$ cat src/rtl/bdq_pkg.sv
// ----------------------------------------------------------------------------
// bdq_pkg
// Shared constants, codes and helpers for the bounded deque with purge.
// ----------------------------------------------------------------------------
package bdq_pkg;

  localparam int CAPACITY    = 16;
  localparam int VALUE_WIDTH = 16;
  localparam int IDX_W       = (CAPACITY > 1) ? $clog2(CAPACITY) : 1;
  localparam int CNT_W       = $clog2(CAPACITY + 1);

  // Port widths fixed by the interface
  localparam int OPCODE_W = 3;
  localparam int VAL_W    = 16;
  localparam int COUNT_W  = 5;
  localparam int STATUS_W = 2;

  // Opcodes
  localparam logic [OPCODE_W-1:0] OP_PUSH_FRONT = 3'd0;
  localparam logic [OPCODE_W-1:0] OP_PUSH_BACK  = 3'd1;
  localparam logic [OPCODE_W-1:0] OP_PURGE      = 3'd2;
  localparam logic [OPCODE_W-1:0] OP_MIN_MAX    = 3'd3;
  localparam logic [OPCODE_W-1:0] OP_READ_FWD   = 3'd4;
  localparam logic [OPCODE_W-1:0] OP_READ_REV   = 3'd5;

  // Status codes
  localparam logic [STATUS_W-1:0] ST_OK        = 2'd0;
  localparam logic [STATUS_W-1:0] ST_EMPTY     = 2'd1;
  localparam logic [STATUS_W-1:0] ST_NOT_FOUND = 2'd2;
  localparam logic [STATUS_W-1:0] ST_FULL      = 2'd3;

  typedef logic [IDX_W-1:0]       idx_t;
  typedef logic [CNT_W-1:0]       cnt_t;
  typedef logic [VALUE_WIDTH-1:0] val_t;

  // Physical slot of the entry at offset off from the front (circular store)
  function automatic idx_t slot(input idx_t head, input idx_t off);
    logic [IDX_W:0] sum;
    sum = {1'b0, head} + {1'b0, off};
    if (sum >= (IDX_W + 1)'(CAPACITY)) begin
      sum = sum - (IDX_W + 1)'(CAPACITY);
    end
    return sum[IDX_W-1:0];
  endfunction

  // Slot just ahead of the front, wrapping at the start of the store
  function automatic idx_t slot_dec(input idx_t head);
    idx_t res;
    if (head == '0) begin
      res = IDX_W'(CAPACITY - 1);
    end else begin
      res = head - 1'b1;
    end
    return res;
  endfunction

endpackage

$ cat src/rtl/bounded_deque_with_purge.sv
// ----------------------------------------------------------------------------
// bounded_deque_with_purge
// Circular-buffer deque with push at either end, purge by value, min/max
// and full read-out, walked one entry a cycle through the single store read port.
// ----------------------------------------------------------------------------
//
//  Channel  | Handshake            | Payload
//  ---------+----------------------+-----------------------------------------
//  command  | start, busy          | opcode, operand_value
//  result   | valid (one-cycle)    | result_value, result_min, result_count,
//           |                      | status, last
//
//  Pushes, and purge, min max or reads on an empty store, answer with a
//  registered result beat and busy left low. Otherwise purge, min max and
//  reads walk the stored entries through the single read port of the
//  entry store, one entry a cycle, with busy held high until the walk ends.
//  Reads give one result beat per entry during the walk. Reset clears the
//  length and front pointer; the entry store itself is not cleared. The
//  receiver cannot stall: each result beat is shown for exactly one cycle.
//  Opcodes six and seven are ignored.

module bounded_deque_with_purge (
  input  logic                          clk,
  input  logic                          rst,
  input  logic                          start,
  output logic                          busy,
  input  logic [bdq_pkg::OPCODE_W-1:0]  opcode,
  input  logic [bdq_pkg::VAL_W-1:0]     operand_value,
  output logic                          valid,
  output logic [bdq_pkg::VAL_W-1:0]     result_value,
  output logic [bdq_pkg::VAL_W-1:0]     result_min,
  output logic [bdq_pkg::COUNT_W-1:0]   result_count,
  output logic [bdq_pkg::STATUS_W-1:0]  status,
  output logic                          last
);

  localparam logic S_IDLE = 1'b0;
  localparam logic S_WALK = 1'b1;

  logic                              state;
  bdq_pkg::idx_t                     head;
  bdq_pkg::cnt_t                     len;
  logic [bdq_pkg::OPCODE_W-1:0]      op_r;
  bdq_pkg::val_t                     val_r;
  bdq_pkg::cnt_t                     rd_i;
  bdq_pkg::cnt_t                     wr_i;
  logic                              dv;
  bdq_pkg::idx_t                     dv_i;
  bdq_pkg::val_t                     mn;
  bdq_pkg::val_t                     mx;

  // Entry store
  bdq_pkg::val_t                     mem [bdq_pkg::CAPACITY];
  bdq_pkg::val_t                     mem_q;
  logic                              mem_we;
  bdq_pkg::idx_t                     mem_wa;
  bdq_pkg::val_t                     mem_wd;
  bdq_pkg::idx_t                     mem_ra;

  logic                              accept;
  logic                              is_push;
  logic                              full;
  bdq_pkg::val_t                     in_val;
  bdq_pkg::cnt_t                     rev_off;
  logic                              keep;
  bdq_pkg::cnt_t                     wr_next;
  logic                              walk_end;
  bdq_pkg::val_t                     mn_next;
  bdq_pkg::val_t                     mx_next;

  assign busy    = (state == S_WALK);
  assign accept  = start && !busy;
  assign in_val  = operand_value[bdq_pkg::VALUE_WIDTH-1:0];
  assign full    = (len == bdq_pkg::cnt_t'(bdq_pkg::CAPACITY));
  assign is_push = (opcode == bdq_pkg::OP_PUSH_FRONT) || (opcode == bdq_pkg::OP_PUSH_BACK);

  // Walk datapath: compare the returned entry against the purge value and bounds
  assign keep     = (mem_q != val_r);
  assign wr_next  = wr_i + bdq_pkg::cnt_t'(keep);
  assign walk_end = dv && (bdq_pkg::cnt_t'(dv_i) == len - 1'b1);
  assign mn_next  = (mem_q < mn) ? mem_q : mn;
  assign mx_next  = (mem_q > mx) ? mem_q : mx;
  assign rev_off  = len - 1'b1 - rd_i;

  // Read address: forward or reverse order from the front
  always_comb begin
    if (op_r == bdq_pkg::OP_READ_REV) begin
      mem_ra = bdq_pkg::slot(head, rev_off[bdq_pkg::IDX_W-1:0]);
    end else begin
      mem_ra = bdq_pkg::slot(head, rd_i[bdq_pkg::IDX_W-1:0]);
    end
  end

  // Write port: pushes from idle, compaction writes during a purge walk
  always_comb begin
    mem_we = 1'b0;
    mem_wa = bdq_pkg::slot(head, wr_i[bdq_pkg::IDX_W-1:0]);
    mem_wd = mem_q;
    if (state == S_WALK) begin
      mem_we = dv && (op_r == bdq_pkg::OP_PURGE) && keep;
    end else if (accept && is_push && !full) begin
      mem_we = 1'b1;
      mem_wd = in_val;
      if (opcode == bdq_pkg::OP_PUSH_FRONT) begin
        mem_wa = bdq_pkg::slot_dec(head);
      end else begin
        mem_wa = bdq_pkg::slot(head, len[bdq_pkg::IDX_W-1:0]);
      end
    end
  end

  // Store: one write, one registered read a cycle
  always_ff @(posedge clk) begin
    if (mem_we) begin
      mem[mem_wa] <= mem_wd;
    end
    mem_q <= mem[mem_ra];
  end

  // Sequencer, pointers and result beat
  always_ff @(posedge clk) begin
    if (rst) begin
      state <= S_IDLE;
      head  <= '0;
      len   <= '0;
      valid <= 1'b0;
      dv    <= 1'b0;
    end else begin
      valid <= 1'b0;
      case (state)
        S_IDLE: begin
          if (accept) begin
            op_r         <= opcode;
            val_r        <= in_val;
            rd_i         <= '0;
            wr_i         <= '0;
            dv           <= 1'b0;
            mn           <= '1;
            mx           <= '0;
            result_value <= '0;
            result_min   <= '0;
            last         <= 1'b1;
            case (opcode) inside
              bdq_pkg::OP_PUSH_FRONT, bdq_pkg::OP_PUSH_BACK: begin
                valid <= 1'b1;
                if (full) begin
                  status       <= bdq_pkg::ST_FULL;
                  result_count <= bdq_pkg::COUNT_W'(len);
                end else begin
                  status       <= bdq_pkg::ST_OK;
                  result_count <= bdq_pkg::COUNT_W'(len + 1'b1);
                  len          <= len + 1'b1;
                  if (opcode == bdq_pkg::OP_PUSH_FRONT) begin
                    head <= bdq_pkg::slot_dec(head);
                  end
                end
              end
              [bdq_pkg::OP_PURGE : bdq_pkg::OP_READ_REV]: begin
                if (len == '0) begin
                  valid        <= 1'b1;
                  status       <= bdq_pkg::ST_EMPTY;
                  result_count <= '0;
                end else begin
                  state <= S_WALK;
                end
              end
              default: begin
                // unused opcode: drop it
              end
            endcase
          end
        end
        S_WALK: begin
          // Issue the next read while entries remain
          if (rd_i < len) begin
            rd_i <= rd_i + 1'b1;
            dv   <= 1'b1;
            dv_i <= rd_i[bdq_pkg::IDX_W-1:0];
          end else begin
            dv <= 1'b0;
          end
          // Consume the entry returned by the previous read
          if (dv) begin
            case (op_r)
              bdq_pkg::OP_PURGE: begin
                wr_i <= wr_next;
                if (walk_end) begin
                  valid        <= 1'b1;
                  last         <= 1'b1;
                  result_count <= bdq_pkg::COUNT_W'(len - wr_next);
                  status       <= (wr_next == len) ? bdq_pkg::ST_NOT_FOUND : bdq_pkg::ST_OK;
                  len          <= wr_next;
                end
              end
              bdq_pkg::OP_MIN_MAX: begin
                mn <= mn_next;
                mx <= mx_next;
                if (walk_end) begin
                  valid        <= 1'b1;
                  last         <= 1'b1;
                  result_value <= bdq_pkg::VAL_W'(mx_next);
                  result_min   <= bdq_pkg::VAL_W'(mn_next);
                  result_count <= bdq_pkg::COUNT_W'(len);
                  status       <= bdq_pkg::ST_OK;
                end
              end
              default: begin
                // read forward or reverse: one beat per entry
                valid        <= 1'b1;
                last         <= walk_end;
                result_value <= bdq_pkg::VAL_W'(mem_q);
                result_min   <= '0;
                result_count <= bdq_pkg::COUNT_W'(len);
                status       <= bdq_pkg::ST_OK;
              end
            endcase
            if (walk_end) begin
              state <= S_IDLE;
              dv    <= 1'b0;
            end
          end
        end
        default: begin
          state <= S_IDLE;
        end
      endcase
    end
  end

endmodule
$ cat config.mk
export PLATFORM = sky130hd
export DESIGN_NAME = bounded_deque_with_purge
export DESIGN_NICKNAME = d
export VERILOG_FILES = /design/src/rtl/bdq_pkg.sv /design/src/rtl/bounded_deque_with_purge.sv
export SDC_FILE = /design/constraint.sdc
export NUM_CORES = 1
export LEC_CHECK = 0
export BUFFER_PORTS_ARGS = -buffer_cell sky130_fd_sc_hd__buf_4
export CAP_MARGIN = 15
export CORE_MARGIN = 2
export CORE_UTILIZATION = 25
export DETAILED_ROUTE_END_ITERATION = 8
export HOLD_SLACK_MARGIN = 0.08
export SLEW_MARGIN = 30
export SYNTH_ARGS = -nofsm -noshare
export SYNTH_HDL_FRONTEND = slang
export SYNTH_SLANG_ARGS = --single-unit
$ cat constraint.sdc
create_clock -name clk -period 4.4 [get_ports clk]
set_input_delay 0.88 -clock clk [delete_from_list [all_inputs] [get_ports clk]]
set_output_delay 0.88 -clock clk [all_outputs]
set_load 0.03 [all_outputs]
==> flow_summary.yaml, run 1 <==
final_layout:
  diodes: 0
  layout.nets: 1331
  final-seq-area_mm2: 0.0114
  fillers: 6949
  drive_gt1_share_pct: 22.6
  area_growth_pct: 18.8
  multi_input_area_mm2: 0.00578
clock_network:
  cts_max_level: 2
  tritoncts: "yes"
  clk_pin_slew_ns: 0.06
  cts_resized: 0
  clock_latency_ns: 0.55
  cts_setup_buffers: 0
  cts_hold_buf: 0
  clk_path_buf_depth: 3
  clock_sinks: 389
  root_buffer: "clkbuf_16"
  cts_buffers: 39
routing:
  drt_iter0_markers: 735
  drt_first_pass_iters: 5
  antenna_left: 0
  detail_route.wl_per_cell_um: 18.1
  vias_per_cell: 4.52
  routed_wl_um: 40100
  vias: 10014
  remaining_drc_errors: 0
status:
  status: "finished clean"
synthesis:
  synth_top_cell_area_share_pct: 61.4
  synth_compound_area_share_pct: 5.61
  synthMuxAreaShare_pct: 12.8
  netlist_instances: 1144
  synth_common_cells: "361 x edfxtp_1, 110 x nand2_1, 74 x mux4_2"
  ys.warnings.count: 0
  ys_ff_latch: 389
  ys_seq_area_share_pct: 64.6
  synth_area_leaders: "edfxtp_1 61%, mux4_2 9.4%, ha_1 4.1%"
  synth.most_common_cell: "edfxtp_1"
  yosys.area_share.simple_pct: 6.45
  synthXorXnorAreaFrac_pct: 2.43
  synth_area_mm2: 0.0176
  syn_avg_cell_area_um2: 15.4
  synthAdderAreaFrac_pct: 4.79
  synth.largest_area_cell: "edfxtp_1"
  synth-edff-count: 361
  async_flop_share_pct: 0
  syn_nets: 1229
  ys_dominant_reg_cell: "edfxtp_1"
  synth.distinct_cells: 75
  synth_top_family_by_area: "multiplexers"
timing:
  finalCritPeriodShare_pct: 90.4
  hold_slack_ns: 0.532
  worstMarginPinSlew_ns: 0.938
  fmax_mhz: 251
  fin_tns_setup_ns: 0
  slew_viol_final: 0
  rsz0062_at_grt: "no"
  fin_skew_ns: 0.0267
  min_period_ns: 3.98
  slew_headroom_pct: 37.1
  hold_viol: 0
  setup_viol: 0
grt:
  grt_max_degree: 74
  grt_antenna_before_repair: 0
  grt.overflow.total: 0
  track_usage_pct: 10.9
  grt_pass1_vias: 10002
  grt_pass1_wl_um: 61400
floorplan:
  die_h_um: 270
  coreArea_mm2: 0.0699
  die_w_um: 270
  die_area_mm2: 0.0727
  num_io_pins: 64
  rows: 97
  start_util_pct: 25.2
setup_path:
  cp.arrival_ns: 4.28
  path_class: "register to register"
  start_kind: "register"
  required_ns: 4.70
  end_kind: "register"
  worstPathMaxFanout: 6
power:
  ir_worst_vdd_mv: 0.285
  p_leak_nw: 7.18
  power_mw: 9.78
  powerDensity_mw_per_mm2: 467
min_path:
  hp-class: "primary input to register"
placement:
  hpwl_um: 26700
  port_buffers: 63
  place_congestion: 0.837
flow_run:
  maxCapViolCount: 0
## sequential cells by signal (all words and copies together) (netlist names), 3 cells and up
name,count
dv_i,4
mn,16
rd_i,5
result_value,16
op_r,3
head,4
val_r,16
mem,256
len,5
result_count,5
mx,16
result_min,16
mem_q,16
wr_i,5
## cells by family after synthesis
family	count (synthesis)
AO/OA/AOI/OAI	152
XOR/XNOR	46
adder cells (fa/ha/maj)	65
buffers and inverters	127
flip-flops	389
multiplexers	122
AND/OR/NAND/NOR	243
## layout make-up
class	instances	area share [%]
repair buffers	116	4.59
clock inverters	16	1.29
inverters	72	1.29
clock buffers	56	5.20
flip-flops and latches	389	54.4
multi-input cells	628	27.6
well taps	940	5.61
## critical path, cell delays in order (launching register included)
cell and delay, ns:
dfxtp_1 0.59, xnor2_1 0.22, nand4_1 0.12, nor4_1 0.44, buf_4 0.21, inv_1 0.04
ha_1 0.20, ha_1 0.31, inv_1 0.07, fa_1 0.46, a21o_1 0.20, maj3_1 0.36
xor2_1 0.15, a221o_1 0.34
## per-stage QoR
step / setup WS [ns] / instance area [um^2] / std cells / utilization [%]
2_1_floorplan: 0.365 / 17600 / 1144 / -
3_3_place_gp: 0.457 / 19500 / 2143 / 27.9
3_5_place_dp: 0.458 / 19600 / 2145 / 28.0
4_1_cts: 0.422 / 20900 / 2217 / 30.0
5_1_grt: 0.295 / 21000 / 2217 / 30.0
6_report: 0.423 / 21000 / 2217 / 30.0
## final timing paths
kind | endpoint | slack, ns | depth (start not counted) | startpoint
worst max-delay path | result_count[4] | 0.42 | 13 | mem_q[11]
worst min-delay path | val_r[3] | 0.53 | 1 | operand_value[3]
worst max register to register | result_count[4] | 0.42 | 13 | mem_q[11]
worst min register to register | dv_i[0] | 0.60 | 0 | rd_i[0]
## routing by layer
layer | vias up | routed length (um) | global-route usage (%)
met5 | - | 0 | 0
met4 | 0 | 1070 | 3.23
met3 | 68 | 2070 | 1.84
met2 | 274 | 19700 | 18.5
met1 | 5050 | 17300 | 14.3
li1 | 4622 | - | -
## cells in the final DEF (no fill, tap or decap), types with 12 or more instances in the layout
master / instances
a21oi_1: 17
nand2_1: 110
o21ai_0: 63
mux2i_1: 38
clkbuf_16: 39
nor2_1: 32
mux4_2: 74
xnor2_1: 28
o311ai_0: 17
dfxtp_1: 27
clkbuf_1: 12
edfxtp_1: 361
xor2_1: 15
ha_1: 57
buf_4: 110
inv_1: 71
nand3_1: 35
## where the power goes
group / switching [mW] / internal (mW) / leakage, nW
Combinational: 1.01 / 0.695 / 3.01
Sequential: 0.174 / 4.42 / 3.50
Clock: 1.39 / 2.10 / 0.664
Note: power is estimated with default switching activity, not from simulation.
==> run 2: changes to the inputs <==
--- a/config.mk
+++ b/config.mk
@@ -7,10 +7,13 @@
 export LEC_CHECK = 0
 export BUFFER_PORTS_ARGS = -buffer_cell sky130_fd_sc_hd__buf_4
 export CAP_MARGIN = 15
+export CELL_PAD_IN_SITES_DETAIL_PLACEMENT = 1
+export CELL_PAD_IN_SITES_GLOBAL_PLACEMENT = 2
 export CORE_MARGIN = 2
 export CORE_UTILIZATION = 25
 export DETAILED_ROUTE_END_ITERATION = 8
 export HOLD_SLACK_MARGIN = 0.08
+export PLACE_DENSITY = 0.62
 export SLEW_MARGIN = 30
 export SYNTH_ARGS = -nofsm -noshare
 export SYNTH_HDL_FRONTEND = slang
==> run 2 against run 1 <==
Compared with the run above: critical path depth is the same; clock skew grew 0.012 ns; setup slack gained 0.16 ns; hold slack lost 0.039 ns; flip-flop and latch count is the same; non-clock buffer count grew 1; via count shrank 0.23%; clock-buffer cell count grew 1; clock power grew 3%; largest power group unchanged; highest routed layer unchanged.
==> flow_summary.yaml, run 2 (synthesized netlist as in run 1, its figures left out) <==
status:
  status: "finished clean"
clock_network:
  cts_resized: 0
  tritoncts: "yes"
  clk_pin_slew_ns: 0.06
  cts_setup_buffers: 0
  cts_hold_buf: 0
  clk_path_buf_depth: 3
  clock_sinks: 389
  clock_latency_ns: 0.58
  root_buffer: "clkbuf_16"
  cts_max_level: 2
  cts_buffers: 41
floorplan:
  die_w_um: 270
  die_h_um: 270
  rows: 97
  coreArea_mm2: 0.0699
  die_area_mm2: 0.0727
  num_io_pins: 64
  start_util_pct: 25.2
setup_path:
  cp_slowest_cell: "dfxtp_1"
  rr_endpoint: "result_count[4]"
  end_kind: "register"
  path_buf_inv: 3
  critPathMaxStageDelay_ns: 0.54
  path_class: "register to register"
  crit_chain: "xnor2_1 -> nand4_1 -> nor4_1 -> buf_4 -> inv_1 -> ha_1 -> ha_1 -> inv_1 -> fa_1 -> a21o_1 -> maj3_1 -> xor2_1 -> a221o_1"
  crit_family: "adder cells"
  cp.arrival_ns: 4.12
  rr_worst_depth: 13
  worstPathMaxFanout: 6
  r2r_slack_ns: 0.58
  start_kind: "register"
  reg2reg_from: "mem_q[8]"
  required_ns: 4.71
grt:
  grt.met1_usage_pct: 16.0
  grt_max_degree: 73
  track_usage_pct: 12.4
  gr-usage-met3_pct: 1.93
  use_met2_pct: 21.4
  grt.busiest_layer: "met2"
  grt_pass1_wl_um: 69000
  grt_pass1_vias: 10785
  grt.overflow.total: 0
  grt_antenna_before_repair: 0
timing:
  setup_viol: 0
  hold_viol: 0
  fin_skew_ns: 0.0389
  worstMarginPinSlew_ns: 0.848
  finalCritPeriodShare_pct: 86.8
  min_period_ns: 3.82
  slew_headroom_pct: 42.0
  rsz0062_at_grt: "no"
  slew_viol_final: 0
  fin_tns_setup_ns: 0
  fmax_mhz: 262
placement:
  port_buffers: 63
  hpwl_um: 29600
  place_congestion: 0.788
power:
  ir_worst_vdd_mv: 0.251
  p_leak_nw: 7.18
  powerDensity_mw_per_mm2: 473
routing:
  drt_first_pass_iters: 5
  drt_iter0_markers: 716
  vias_per_cell: 4.50
  vias: 9991
  remaining_drc_errors: 0
  antenna_left: 0
  routed_wl_um: 44800
  detail_route.wl_per_cell_um: 20.1
final_layout:
  drive_gt1_share_pct: 23.2
  layout.nets: 1334
  mostFrequentLayoutCells: "361 x edfxtp_1, 113 x buf_4, 110 x nand2_1"
  layout_commonest_cell: "edfxtp_1"
  area_growth_pct: 18.8
  diodes: 0
  final_util_pct: 30.0
  largest_register: "mem"
  largest_register_ffs: 256
  fillers: 7416
min_path:
  min_from: "operand_value[8]"
  hold_end: "val_r[8]"
  hold_depth: 1
  hp-class: "primary input to register"
flow_run:
  maxCapViolCount: 0
==> run 2: cell count changes in the layout (fill, tap and decap cells not counted), sizes merged <==
cell,previous run,this run
buf,116,117
bufinv,6,3
clkbuf,56,57
inv,73,74
clkinv,9,11
clkinvlp,0,3
==> run 2: stage by stage <==
stage	total power [mW]	instance area [um^2]	hold slack [ns]	worst slack, ns	instances
2_1_floorplan	5.74	17600	0.528	0.365	1144
3_3_place_gp	6.40	19500	0.582	0.437	2145
3_5_place_dp	6.47	19600	0.587	0.573	2146
4_1_cts	10.1	21000	0.453	0.540	2222
5_1_grt	10.4	21000	0.466	0.359	2222
6_report	9.93	21000	0.493	0.582	2222
==> run 2: report_power, final <==
group	total [mW]	switching, mW	internal (mW)
sequential	4.60	0.182	4.42
combinational	1.76	1.06	0.691
clock	3.57	1.54	2.03
total	9.93	2.78	7.14
==> run 2: how the worst max path moves through the flow <==
| stage | from | slack (ns) | to | cells past startpoint |
|---|---|---|---|---|
| final | mem_q[8] | 0.58 | result_count[4] | 13 |
| after global routing | len[0] | 0.36 | mem_q[4] | 11 |
| after CTS | mem_q[8] | 0.54 | result_count[4] | 13 |
| after detailed placement | len[0] | 0.57 | mem_q[4] | 11 |
| after global placement | len[0] | 0.44 | mem_q[4] | 10 |
| after floorplan | len[1] | 0.36 | mem_q[10] | 10 |
==> run 2: worst reg2reg max path, stage by stage (launching register included) <==
cell and delay (ns):
dfxtp_1 0.54, xnor2_1 0.27, nand4_1 0.15, nor4_1 0.27
buf_4 0.19, inv_1 0.05, ha_1 0.20, ha_1 0.31
inv_1 0.07, fa_1 0.44, a21o_1 0.20, maj3_1 0.36
xor2_1 0.15, a221o_1 0.35
==> run 2: cell type report <==
class	instances	area (um^2)	area share, %
tap	940	1180	5.61
clock inverter	19	243	1.16
inverter	72	270	1.29
sequential	389	11400	54.4
multi-input combinational	628	5790	27.6
clock buffer	57	1150	5.47
timing repair buffer	117	936	4.46
==> run 2: metal layers <==
layer | up-vias | wire [um]
met2 | 146 | 22300
met3 | 56 | 1320
met1 | 5173 | 20100
li1 | 4616 | -
met4 | 0 | 1080
met5 | - | 0
